## src/rtl/assert_macros.svh

```systemverilog
// Assertion helpers for the RTL.
`ifndef ASSERT_MACROS_SVH
`define ASSERT_MACROS_SVH

`ifndef ASSERT_OFF

`define ASSERT_IMPLY(lbl, clk, rst, pre, post, msg) \
  lbl: assert property (@(posedge clk) disable iff (rst) (pre) |-> (post)) else $error(msg);

`define ASSERT_NEXT(lbl, clk, rst, pre, post, msg) \
  lbl: assert property (@(posedge clk) disable iff (rst) (pre) |=> (post)) else $error(msg);

`else

`define ASSERT_IMPLY(lbl, clk, rst, pre, post, msg)

`define ASSERT_NEXT(lbl, clk, rst, pre, post, msg)

`endif

`endif

```

## src/rtl/ffva_pkg.sv

```systemverilog
`timescale 1ns / 1ps

package ffva_pkg;

  localparam int unsigned CFG_ADDR_W = 3;
  localparam int unsigned CFG_DATA_W = 32;

  // word index of each configuration register
  localparam logic REG_CHANNEL_LIMIT = 1'b0;

  localparam logic [4:0] CHANNEL_LIMIT_RST = 5'd16;

  typedef logic [2:0] step_t;

  localparam step_t ST_IDLE = 3'd0;
  localparam step_t ST_SCAN = 3'd1;
  localparam step_t ST_CMP  = 3'd2;
  localparam step_t ST_OPEN = 3'd3;
  localparam step_t ST_FIT  = 3'd4;
  localparam step_t ST_OUT  = 3'd5;

  typedef enum logic [2:0] {
    COND_ALWAYS   = 3'd0,
    COND_IN_ACC   = 3'd1,
    COND_IDX_END  = 3'd2,
    COND_FIT      = 3'd3,
    COND_OUT_FREE = 3'd4
  } cond_t;

  typedef struct packed {
    logic  in_rdy;
    logic  rd_issue;
    logic  inc_on_miss;
    logic  do_open;
    logic  do_fit;
    logic  do_out;
    cond_t cond;
    step_t jt;
    step_t jf;
  } ctrl_t;

  function automatic ctrl_t ucode_rom(input step_t step);
    ctrl_t c;
    c = '0;
    c.cond = COND_ALWAYS;
    c.jt   = ST_IDLE;
    c.jf   = ST_IDLE;
    unique case (step)
      ST_IDLE: begin
        c.in_rdy = 1'b1;
        c.cond   = COND_IN_ACC;
        c.jt     = ST_SCAN;
        c.jf     = ST_IDLE;
      end
      ST_SCAN: begin
        c.rd_issue = 1'b1;
        c.cond     = COND_IDX_END;
        c.jt       = ST_OPEN;
        c.jf       = ST_CMP;
      end
      ST_CMP: begin
        c.inc_on_miss = 1'b1;
        c.cond        = COND_FIT;
        c.jt          = ST_FIT;
        c.jf          = ST_SCAN;
      end
      ST_OPEN: begin
        c.do_open = 1'b1;
        c.jt      = ST_OUT;
        c.jf      = ST_OUT;
      end
      ST_FIT: begin
        c.do_fit = 1'b1;
        c.jt     = ST_OUT;
        c.jf     = ST_OUT;
      end
      ST_OUT: begin
        c.do_out = 1'b1;
        c.cond   = COND_OUT_FREE;
        c.jt     = ST_IDLE;
        c.jf     = ST_OUT;
      end
      default: begin
        c.jt = ST_IDLE;
        c.jf = ST_IDLE;
      end
    endcase
    return c;
  endfunction

endpackage

```

## src/rtl/ffva_ram.sv

```systemverilog
`timescale 1ns / 1ps

module ffva_ram #(
  parameter int unsigned WIDTH = 32,
  parameter int unsigned DEPTH = 16,
  localparam int unsigned AW = (DEPTH > 1) ? $clog2(DEPTH) : 1
) (
  input  logic             clk,
  input  logic             we,
  input  logic [AW-1:0]    waddr,
  input  logic [WIDTH-1:0] wdata,
  input  logic             re,
  input  logic [AW-1:0]    raddr,
  output logic [WIDTH-1:0] rdata
);

  logic [WIDTH-1:0] mem [DEPTH];

  always_ff @(posedge clk) begin
    if (we) begin
      mem[waddr] <= wdata;
    end
    if (re) begin
      rdata <= mem[raddr];
    end
  end

endmodule

```

## src/rtl/first_fit_voice_allocator.sv

```systemverilog
`timescale 1ns / 1ps
// First-fit voice allocator. Each note request is placed on the lowest open
// channel whose end time is at or before the note's start; if none fits, a new
// channel is opened while the count stays under channel_limit (capped at
// MAX_CHANNELS), else the note comes back flagged rejected with state left as
// it was. A small microcode sequencer scans the channel end times kept in a
// RAM with one write and one read port, each channel inspected in turn (read,
// then compare). A new request is taken once the previous result has moved
// into the output register, so the output may hold one result while the next
// request is worked on.
// End times need no clearing after reset: a channel is written when opened.

`include "assert_macros.svh"

module first_fit_voice_allocator #(
  parameter int unsigned MAX_CHANNELS = 16,
  parameter int unsigned TIME_BITS    = 32
) (
  input  logic                             clk,
  input  logic                             rst,
  input  logic                             psel,
  input  logic                             penable,
  input  logic                             pwrite,
  input  logic [ffva_pkg::CFG_ADDR_W-1:0]  paddr,
  input  logic [ffva_pkg::CFG_DATA_W-1:0]  pwdata,
  output logic [ffva_pkg::CFG_DATA_W-1:0]  prdata,
  output logic                             pready,
  input  logic                             in_valid,
  output logic                             in_ready,
  input  logic [6:0]                       pitch,
  input  logic [6:0]                       velocity,
  input  logic [31:0]                      start_time,
  input  logic [31:0]                      duration,
  output logic                             out_valid,
  input  logic                             out_ready,
  output logic [3:0]                       channel,
  output logic [31:0]                      rest_gap,
  output logic [6:0]                       pitch_out,
  output logic [6:0]                       velocity_out,
  output logic [31:0]                      duration_out,
  output logic                             opened_channel,
  output logic                             rejected
);

  import ffva_pkg::*;

  localparam int unsigned CNT_W = $clog2(MAX_CHANNELS + 1);
  localparam int unsigned AW    = (MAX_CHANNELS > 1) ? $clog2(MAX_CHANNELS) : 1;

  logic [4:0]           channel_limit;
  step_t                step;
  step_t                step_next;
  ctrl_t                ctrl;
  logic                 cond_hit;
  logic [CNT_W-1:0]     open_cnt;
  logic [CNT_W-1:0]     idx;
  logic [6:0]           pitch_q;
  logic [6:0]           velocity_q;
  logic [31:0]          start_q;
  logic [31:0]          duration_q;
  logic [3:0]           res_channel;
  logic [31:0]          res_gap;
  logic                 res_opened;
  logic                 res_rejected;
  logic [TIME_BITS-1:0] start_t;
  logic [TIME_BITS-1:0] dur_t;
  logic [TIME_BITS:0]   end_sum;
  logic [TIME_BITS-1:0] end_sat;
  logic [TIME_BITS-1:0] rdata;
  logic [7:0]           limit_eff;
  logic                 can_open;
  logic                 in_acc;
  logic                 out_free;
  logic                 cfg_wr;
  logic                 ram_we;
  logic [AW-1:0]        ram_waddr;

  // configuration port
  assign pready = 1'b1;
  assign cfg_wr = psel && penable && pwrite && (paddr[2] == REG_CHANNEL_LIMIT);
  assign prdata = (paddr[2] == REG_CHANNEL_LIMIT) ? CFG_DATA_W'(channel_limit) : '0;

  always_ff @(posedge clk) begin
    if (rst) begin
      channel_limit <= CHANNEL_LIMIT_RST;
    end else if (cfg_wr) begin
      channel_limit <= pwdata[4:0];
    end
  end

  // sequencer
  assign ctrl     = ucode_rom(step);
  assign in_ready = ctrl.in_rdy;
  assign in_acc   = in_valid && ctrl.in_rdy;
  assign out_free = !out_valid || out_ready;

  assign start_t   = TIME_BITS'(start_q);
  assign dur_t     = TIME_BITS'(duration_q);
  assign end_sum   = {1'b0, start_t} + {1'b0, dur_t};
  assign end_sat   = end_sum[TIME_BITS] ? '1 : end_sum[TIME_BITS-1:0];
  assign limit_eff = (8'(channel_limit) > 8'(MAX_CHANNELS)) ? 8'(MAX_CHANNELS)
                                                           : 8'(channel_limit);
  assign can_open  = 8'(open_cnt) < limit_eff;

  always_comb begin
    case (ctrl.cond)
      COND_ALWAYS:   cond_hit = 1'b1;
      COND_IN_ACC:   cond_hit = in_valid;
      COND_IDX_END:  cond_hit = idx >= open_cnt;
      COND_FIT:      cond_hit = rdata <= start_t;
      COND_OUT_FREE: cond_hit = out_free;
      default:       cond_hit = 1'b0;
    endcase
    step_next = cond_hit ? ctrl.jt : ctrl.jf;
  end

  always_ff @(posedge clk) begin
    if (rst) begin
      step     <= ST_IDLE;
      open_cnt <= '0;
      idx      <= '0;
    end else begin
      step <= step_next;
      if (in_acc) begin
        idx <= '0;
      end else if (ctrl.inc_on_miss && !cond_hit) begin
        idx <= idx + 1'b1;
      end
      if (ctrl.do_open && can_open) begin
        open_cnt <= open_cnt + 1'b1;
      end
    end
  end

  // datapath
  always_ff @(posedge clk) begin
    if (in_acc) begin
      pitch_q    <= pitch;
      velocity_q <= velocity;
      start_q    <= start_time;
      duration_q <= duration;
    end
    if (ctrl.do_open) begin
      res_opened   <= can_open;
      res_rejected <= !can_open;
      res_channel  <= can_open ? 4'(open_cnt) : 4'd0;
      res_gap      <= can_open ? 32'(start_t) : 32'd0;
    end
    if (ctrl.do_fit) begin
      res_opened   <= 1'b0;
      res_rejected <= 1'b0;
      res_channel  <= 4'(idx);
      res_gap      <= 32'(start_t - rdata);
    end
  end

  assign ram_we    = ctrl.do_fit || (ctrl.do_open && can_open);
  assign ram_waddr = ctrl.do_fit ? idx[AW-1:0] : open_cnt[AW-1:0];

  ffva_ram #(
    .WIDTH (TIME_BITS),
    .DEPTH (MAX_CHANNELS)
  ) u_end_ram (
    .clk   (clk),
    .we    (ram_we),
    .waddr (ram_waddr),
    .wdata (end_sat),
    .re    (ctrl.rd_issue),
    .raddr (idx[AW-1:0]),
    .rdata (rdata)
  );

  // output register
  always_ff @(posedge clk) begin
    if (rst) begin
      out_valid <= 1'b0;
    end else if (ctrl.do_out && out_free) begin
      out_valid <= 1'b1;
    end else if (out_ready) begin
      out_valid <= 1'b0;
    end
  end

  always_ff @(posedge clk) begin
    if (ctrl.do_out && out_free) begin
      channel        <= res_channel;
      rest_gap       <= res_gap;
      pitch_out      <= pitch_q;
      velocity_out   <= velocity_q;
      duration_out   <= duration_q;
      opened_channel <= res_opened;
      rejected       <= res_rejected;
    end
  end

  `ASSERT_IMPLY(a_open_cap, clk, rst, 1'b1, open_cnt <= CNT_W'(MAX_CHANNELS), "open count over max")
  `ASSERT_IMPLY(a_fit_in_range, clk, rst, step == ST_FIT, idx < open_cnt, "fit on unopened channel")
  `ASSERT_NEXT(a_open_incr, clk, rst, ctrl.do_open && can_open, open_cnt == $past(open_cnt) + 1'b1, "open count not advanced")
  `ASSERT_IMPLY(a_reject_clean, clk, rst, out_valid && rejected, !opened_channel && channel == 4'd0 && rest_gap == 32'd0, "rejected result not clean")

endmodule

```

## config.mk

```make
export PLATFORM = sky130hd
export DESIGN_NAME = first_fit_voice_allocator
export DESIGN_NICKNAME = d
export VERILOG_FILES = /design/src/rtl/ffva_pkg.sv /design/src/rtl/ffva_ram.sv /design/src/rtl/first_fit_voice_allocator.sv
export VERILOG_INCLUDE_DIRS = /design/src /design/src/rtl
export SDC_FILE = /design/constraint.sdc
export NUM_CORES = 1
export LEC_CHECK = 0
export BUFFER_PORTS_ARGS = -buffer_cell sky130_fd_sc_hd__clkbuf_2
export CORE_ASPECT_RATIO = 0.8
export CORE_MARGIN = 5
export CORE_UTILIZATION = 54
export CTS_BUF_LIST = sky130_fd_sc_hd__clkbuf_4
export DETAILED_ROUTE_END_ITERATION = 10
export GPL_TIMING_DRIVEN = 0
export PLACE_DENSITY = 0.73
export SLEW_MARGIN = 20
export SYNTH_ARGS = -nofsm -noshare
export SYNTH_HDL_FRONTEND = slang
export SYNTH_SLANG_ARGS = --single-unit
```

## constraint.sdc

```tcl
create_clock -name clk -period 9.3 [get_ports clk]
set_input_delay 1.395 -clock clk [delete_from_list [all_inputs] [get_ports clk]]
set_output_delay 1.395 -clock clk [all_outputs]
set_load 0.005 [all_outputs]
```

# After elaboration in Yosys (flattened, before gate mapping)
# Memories as Yosys holds them, arrays and structs flattened. A register that Yosys moved wholly into a read port is not among the register bits.
# Index checks and enable logic that the tools add are counted.
# totals
memories	1
wordCells	81
input_bits	120
register_bits	219
latch_bits	0
mem_bits_ro	0
ramBits	512
output_inout_bits	119
# classes
n_div	0
mux	24
n_addsub	4
reduce_logical	18
multipliers	0
magnitude_cmp	4
shifts	0
n_bitwise	1
eq_ne	9
# memory_table
name	depth	width	read_ports	rd_ports_with_merged_regs	wr	line	source
u_end_ram.mem	16	32	1	1	1	ffva_ram.sv:17	logic [WIDTH-1:0] mem [DEPTH];
# ops
op	count
$mux 32	4
$add 32x32->33	1
$le 32x32->1	1
$sub 32x32->32	1
$pmux 6 s5	1
$mux 4	4
$eq 3x2->1 const B	4
$pmux 3 s4	1
$add 5x1->5 const B	2
$mux 1	10
$mux 5	2
$eq 3x3->1 const B	3
$logic_and 1x1->1	7
$eq 3x1->1 const B	2
$logic_not 3->1	2
$ge 5x5->1	1
$gt 5x5->1 const B	1
$lt 5x5->1	1
$pmux 1 s5	1
$reduce_bool 2->1	2
$reduce_or 2->1	2
$logic_not 1->1	3
$mux 3	1
$logic_or 1x1->1	2
$not 1->1	1

# Logic depth before layout (Yosys ltp)
# logic_depth
depth_word	7
mapped_depth	14

# Cells and area by module
# Synthesis repeated with hierarchy kept, for this count alone.
# unflattened
cells_unflattened	1860
area_unflattened_um2	31641.6
# by_module_without_submodules
mod	cells_per_inst	seq_area_each_um2	area_each_um2	n_inst
ffva_ram	838	16335.7	20174.3	1
first_fit_voice_allocator	1022	6366.1	11467.2	1

# Least setup slack after synthesis
# OpenSTA, ideal clock, no wires.
# synth_timing
path_kind	input port to flip-flop
startpoint	input port in_valid
endpoint	register idx[2]
required_ns	9.169
path_buffers	0
cell_stages	5
setup_ns	0.131
arrival_ns	7.577
slack_ns	1.592
path_cell_list	nand2b_1 > nor3_1 > nor2_1 > o211ai_1 > o31ai_1
# synth_rtl
item	line	source
start, declared	first_fit_voice_allocator.sv:28	input logic in_valid,
$logic_and 1x1->1	first_fit_voice_allocator.sv:94	assign in_acc = in_valid && ctrl.in_rdy;
named net in_acc	first_fit_voice_allocator.sv:72	logic in_acc;
$reduce_or 2->1 (no source line)	n/a	
end signal, assigned	first_fit_voice_allocator.sv:127	idx <= idx + 1'b1;
end, declared	first_fit_voice_allocator.sv:56	logic [CNT_W-1:0] idx;
# The timed path passes the listed nets, and every way through them passes these cells.
# A chain may end at the register's enable or synchronous reset.

# Worst setup path in the final report
# layout_timing
startpoint	register start_q[1]
endpoint	memory u_end_ram.mem[8][31] (data pin)
# layout_between
elab_chain_len	2
# layout_rtl
item	line	source
start, declared	first_fit_voice_allocator.sv:59	logic [31:0] start_q;
start signal, assigned	first_fit_voice_allocator.sv:140	start_q <= start_time;
$add 32x32->33	first_fit_voice_allocator.sv:99	assign end_sum = {1'b0, start_t} + {1'b0, dur_t};
$mux 32	first_fit_voice_allocator.sv:100	assign end_sat = end_sum[TIME_BITS] ? '1 : end_sum[TIME_BITS-1:0];
named net end_sat[31]	first_fit_voice_allocator.sv:68	logic [TIME_BITS-1:0] end_sat;
end, declared	ffva_ram.sv:17	
# The timed path passes the listed nets, and every way through them passes these cells.

==> qor.yml <==
synth_edf_count: 742
p_total_w: 0.009840
fp.dieW_um: 281.4
cts-root-buf: "clkbuf_4"
synth_area_leaders: "edfxtp_1 70%, mux4_2 11%, ha_1 2.9%"
via_count: 18443
min_period_ns: 4.419
core_area_mm2: 0.05822
worstPathRequired_ns: 9.98
cts_tree: "built"
rrSetupSlack_ns: 4.88
ir_drop_mv: 0.1574
dieHeight_um: 227.1
post_drt_wl_per_cell_um: 24.91
placed_cell_area_mm2: 0.03483
final_max_slew_viol_count: 0
p_leak_nw: 12.84
fillCellCount: 4019
crit_buf_inv: 0
setup_viol: 0
cpPeakStageDelay_ns: 0.79
drc: 0
grt_pass1_wl_um: 113300
holdBufCountCts: 0
timing.setup.critical_path_class: "register to register"
synth_top_family_by_area: "multiplexers"
syn_to_final_growth_pct: 16.58
cp.arrival_ns: 5.10
fmaxAchievable_ghz: 0.2263
cts.clk_slew.worst_paths_ns: 0.07
antenna_found_initial: 3
dpl.cell_count: 2809
rsz0062_at_grt: "no"
cts_num_sinks: 763
async_flop_share_pct: 0
critPathTopFamily: "compound AO/OA/AOI/OAI gates"
grt_pass1_vias: 18491
path_cells: "ha_1 -> a211oi_1 -> nor2_1 -> o31ai_1 -> o21ai_0 -> o21ai_1 -> o22ai_1 -> a221oi_1 -> mux2i_2"
gp_congestion: 0.8807
yosys.area_share.simple_pct: 4.482
routed_via_density: 5.921
worstMarginPinSlew_ns: 1.052
yosys_warnings: 0
synthAdderAreaFrac_pct: 3.074
synth_compound_area_share_pct: 5.606
post-synth-top-count-cell: "edfxtp_1"
numCtsBuffers: 179
finalHoldWorstSlack_ns: 0.4101
avgSynthCellArea_um2: 17.76
postCtsResizedCells: 0
syn_inst: 1792
crit_slowest_cell: "mux2i_2"
ant_nets: 0
crit_path_end_kind: "register"
io_pins: 239
wl_um: 77600
synth_top_area_share_pct: 70.01
die-area_mm2: 0.06392
ys_seq_area_share_pct: 71.33
grt_usage_pct: 24.28
post-dp-hpwl_um: 54290
synth_cell_types: 74
rows: 79
powerDensity_mw_per_mm2: 265.2
max-slew-margin-rel_pct: 29.87
stdcell_count: 3115
clk_path_buf_depth: 3
clk_latency_ns: 1.05
drtIter0Drc: 1903
synthMuxAreaShare_pct: 11.67
cts_max_level: 4
outcome: "completed"
nNetsFinal: 2419
skew_ns: 0.07968
min_path_type: "register to register"
start_util_pct: 54.66
synth_commonest_cells: "742 x edfxtp_1, 160 x mux4_2, 95 x nand2_1"
yosys.area.top_type: "edfxtp_1"
synthFlopType: "edfxtp_1"
start_kind: "register"
cp_max_fo: 16
max-cap-violations: 0
period_share_pct: 47.51
hold_violations: 0
ys_ff_latch: 763
placement.io_buffers: 180
grt-ovfl-total: 0
grt_max_degree: 53
drive_above_1_share_pct: 32.78
synth_xor_area_share_pct: 1.431
cts_setup_buffers: 0
postLayoutCellArea_mm2: 0.03710
dr.pass1.iters: 9
netlist_area_mm2: 0.03183
==> stage by stage <==
| step | TNS, ns | setup WS, ns | utilization [%] |
|---|---|---|---|
| after floorplan | 0 | 1.592 | - |
| after global routing | 0 | 4.737 | 63.72 |
| after detailed placement | 0 | 4.755 | 59.83 |
| final | 0 | 4.881 | 63.73 |
| after global placement | -62.50 | -0.8959 | 58.03 |
| after CTS | 0 | 4.654 | 63.64 |
==> routing by layer <==
metal / up-vias / part of all wire (%) / GRT usage, %
met3: 121 / 11 / 6.439
li1: 8047 / - / -
met1: 9255 / 40 / 34.09
met4: 2 / 2.0 / 8.030
met5: - / 0.017 / 0
met2: 1018 / 47 / 37.94
==> worst reg2reg max path, cell delays in order (launching register included) <==
cell      delay [ns]
edfxtp_1        0.49
ha_1            0.37
a211oi_1        0.26
nor2_1          0.12
o31ai_1         0.67
o21ai_0         0.41
o21ai_1         0.37
o22ai_1         0.19
a221oi_1        0.42
mux2i_2         0.79
==> cells in the final DEF (no fill, tap or decap), drive strengths merged, types with 9 or more instances in the layout <==
master / count
o22ai: 17
clkinv: 43
a21o: 35
o31ai: 10
o21ai: 62
nand2b: 12
nand4: 11
conb: 28
mux2i: 11
nand2: 118
nor3: 19
mux4: 160
xor2: 22
xnor2: 30
dfxtp: 21
inv: 67
nor2: 69
ha: 75
edfxtp: 742
clkbuf: 489
a21oi: 69
o21a: 9
buf: 86
o211ai: 10
nand3: 18
==> cell families (layout without fill, tap and decap cells) <==
group / Yosys count / in the layout
flip-flops: 763 / 763
AND/OR/NAND/NOR: 293 / 293
AO/OA/AOI/OAI: 268 / 268
multiplexers: 171 / 171
buffers and inverters: 166 / 691
adder cells (fa/ha/maj): 77 / 77
XOR/XNOR: 52 / 52
other: 2 / 31
==> path summary, 6_finish.rpt <==
check,end,start,depth (start not counted)
setup reg to reg,u_end_ram.mem[8][31]$_DFFE_PP_,start_q[1]$_DFFE_PP_,9
hold / removal,velocity_out[3]$_DFFE_PP_,velocity_q[3]$_DFFE_PP_,0
hold reg to reg,velocity_out[3]$_DFFE_PP_,velocity_q[3]$_DFFE_PP_,0
setup / recovery,u_end_ram.mem[8][31]$_DFFE_PP_,start_q[1]$_DFFE_PP_,9
==> state kept, by name, indices dropped and copies added, names as in the netlist, 7 cells and up <==
| name | flops |
|---|---|
| rest_gap | 32 |
| start_q | 32 |
| velocity_out | 7 |
| u_end_ram.rdata | 32 |
| dur_t | 32 |
| velocity_q | 7 |
| pitch_q | 7 |
| res_gap | 32 |
| duration_out | 32 |
| pitch_out | 7 |
| u_end_ram.mem | 512 |
==> where the power goes <==
part	internal, W	total, W	switching, W
sequential	0.00460	0.00475	0.000155
combinational	0.000794	0.00245	0.00166
clock	0.00135	0.00264	0.00129
total	0.00674	0.00984	0.00310
==> layout make-up <==
class	count	area, um^2	area share, %
repair buffers	223	1823	4.914
diodes	3	7.507	0.02023
multi-input cells	889	8627	23.25
clock inverters	51	329.1	0.8869
plain buffers	101	523.0	1.410
well taps	769	962.2	2.593
inverters	65	244.0	0.6576
clock buffers	251	1884	5.079
flip-flops and latches	763	22700	61.19
Note: power is estimated with default switching activity, not from simulation.
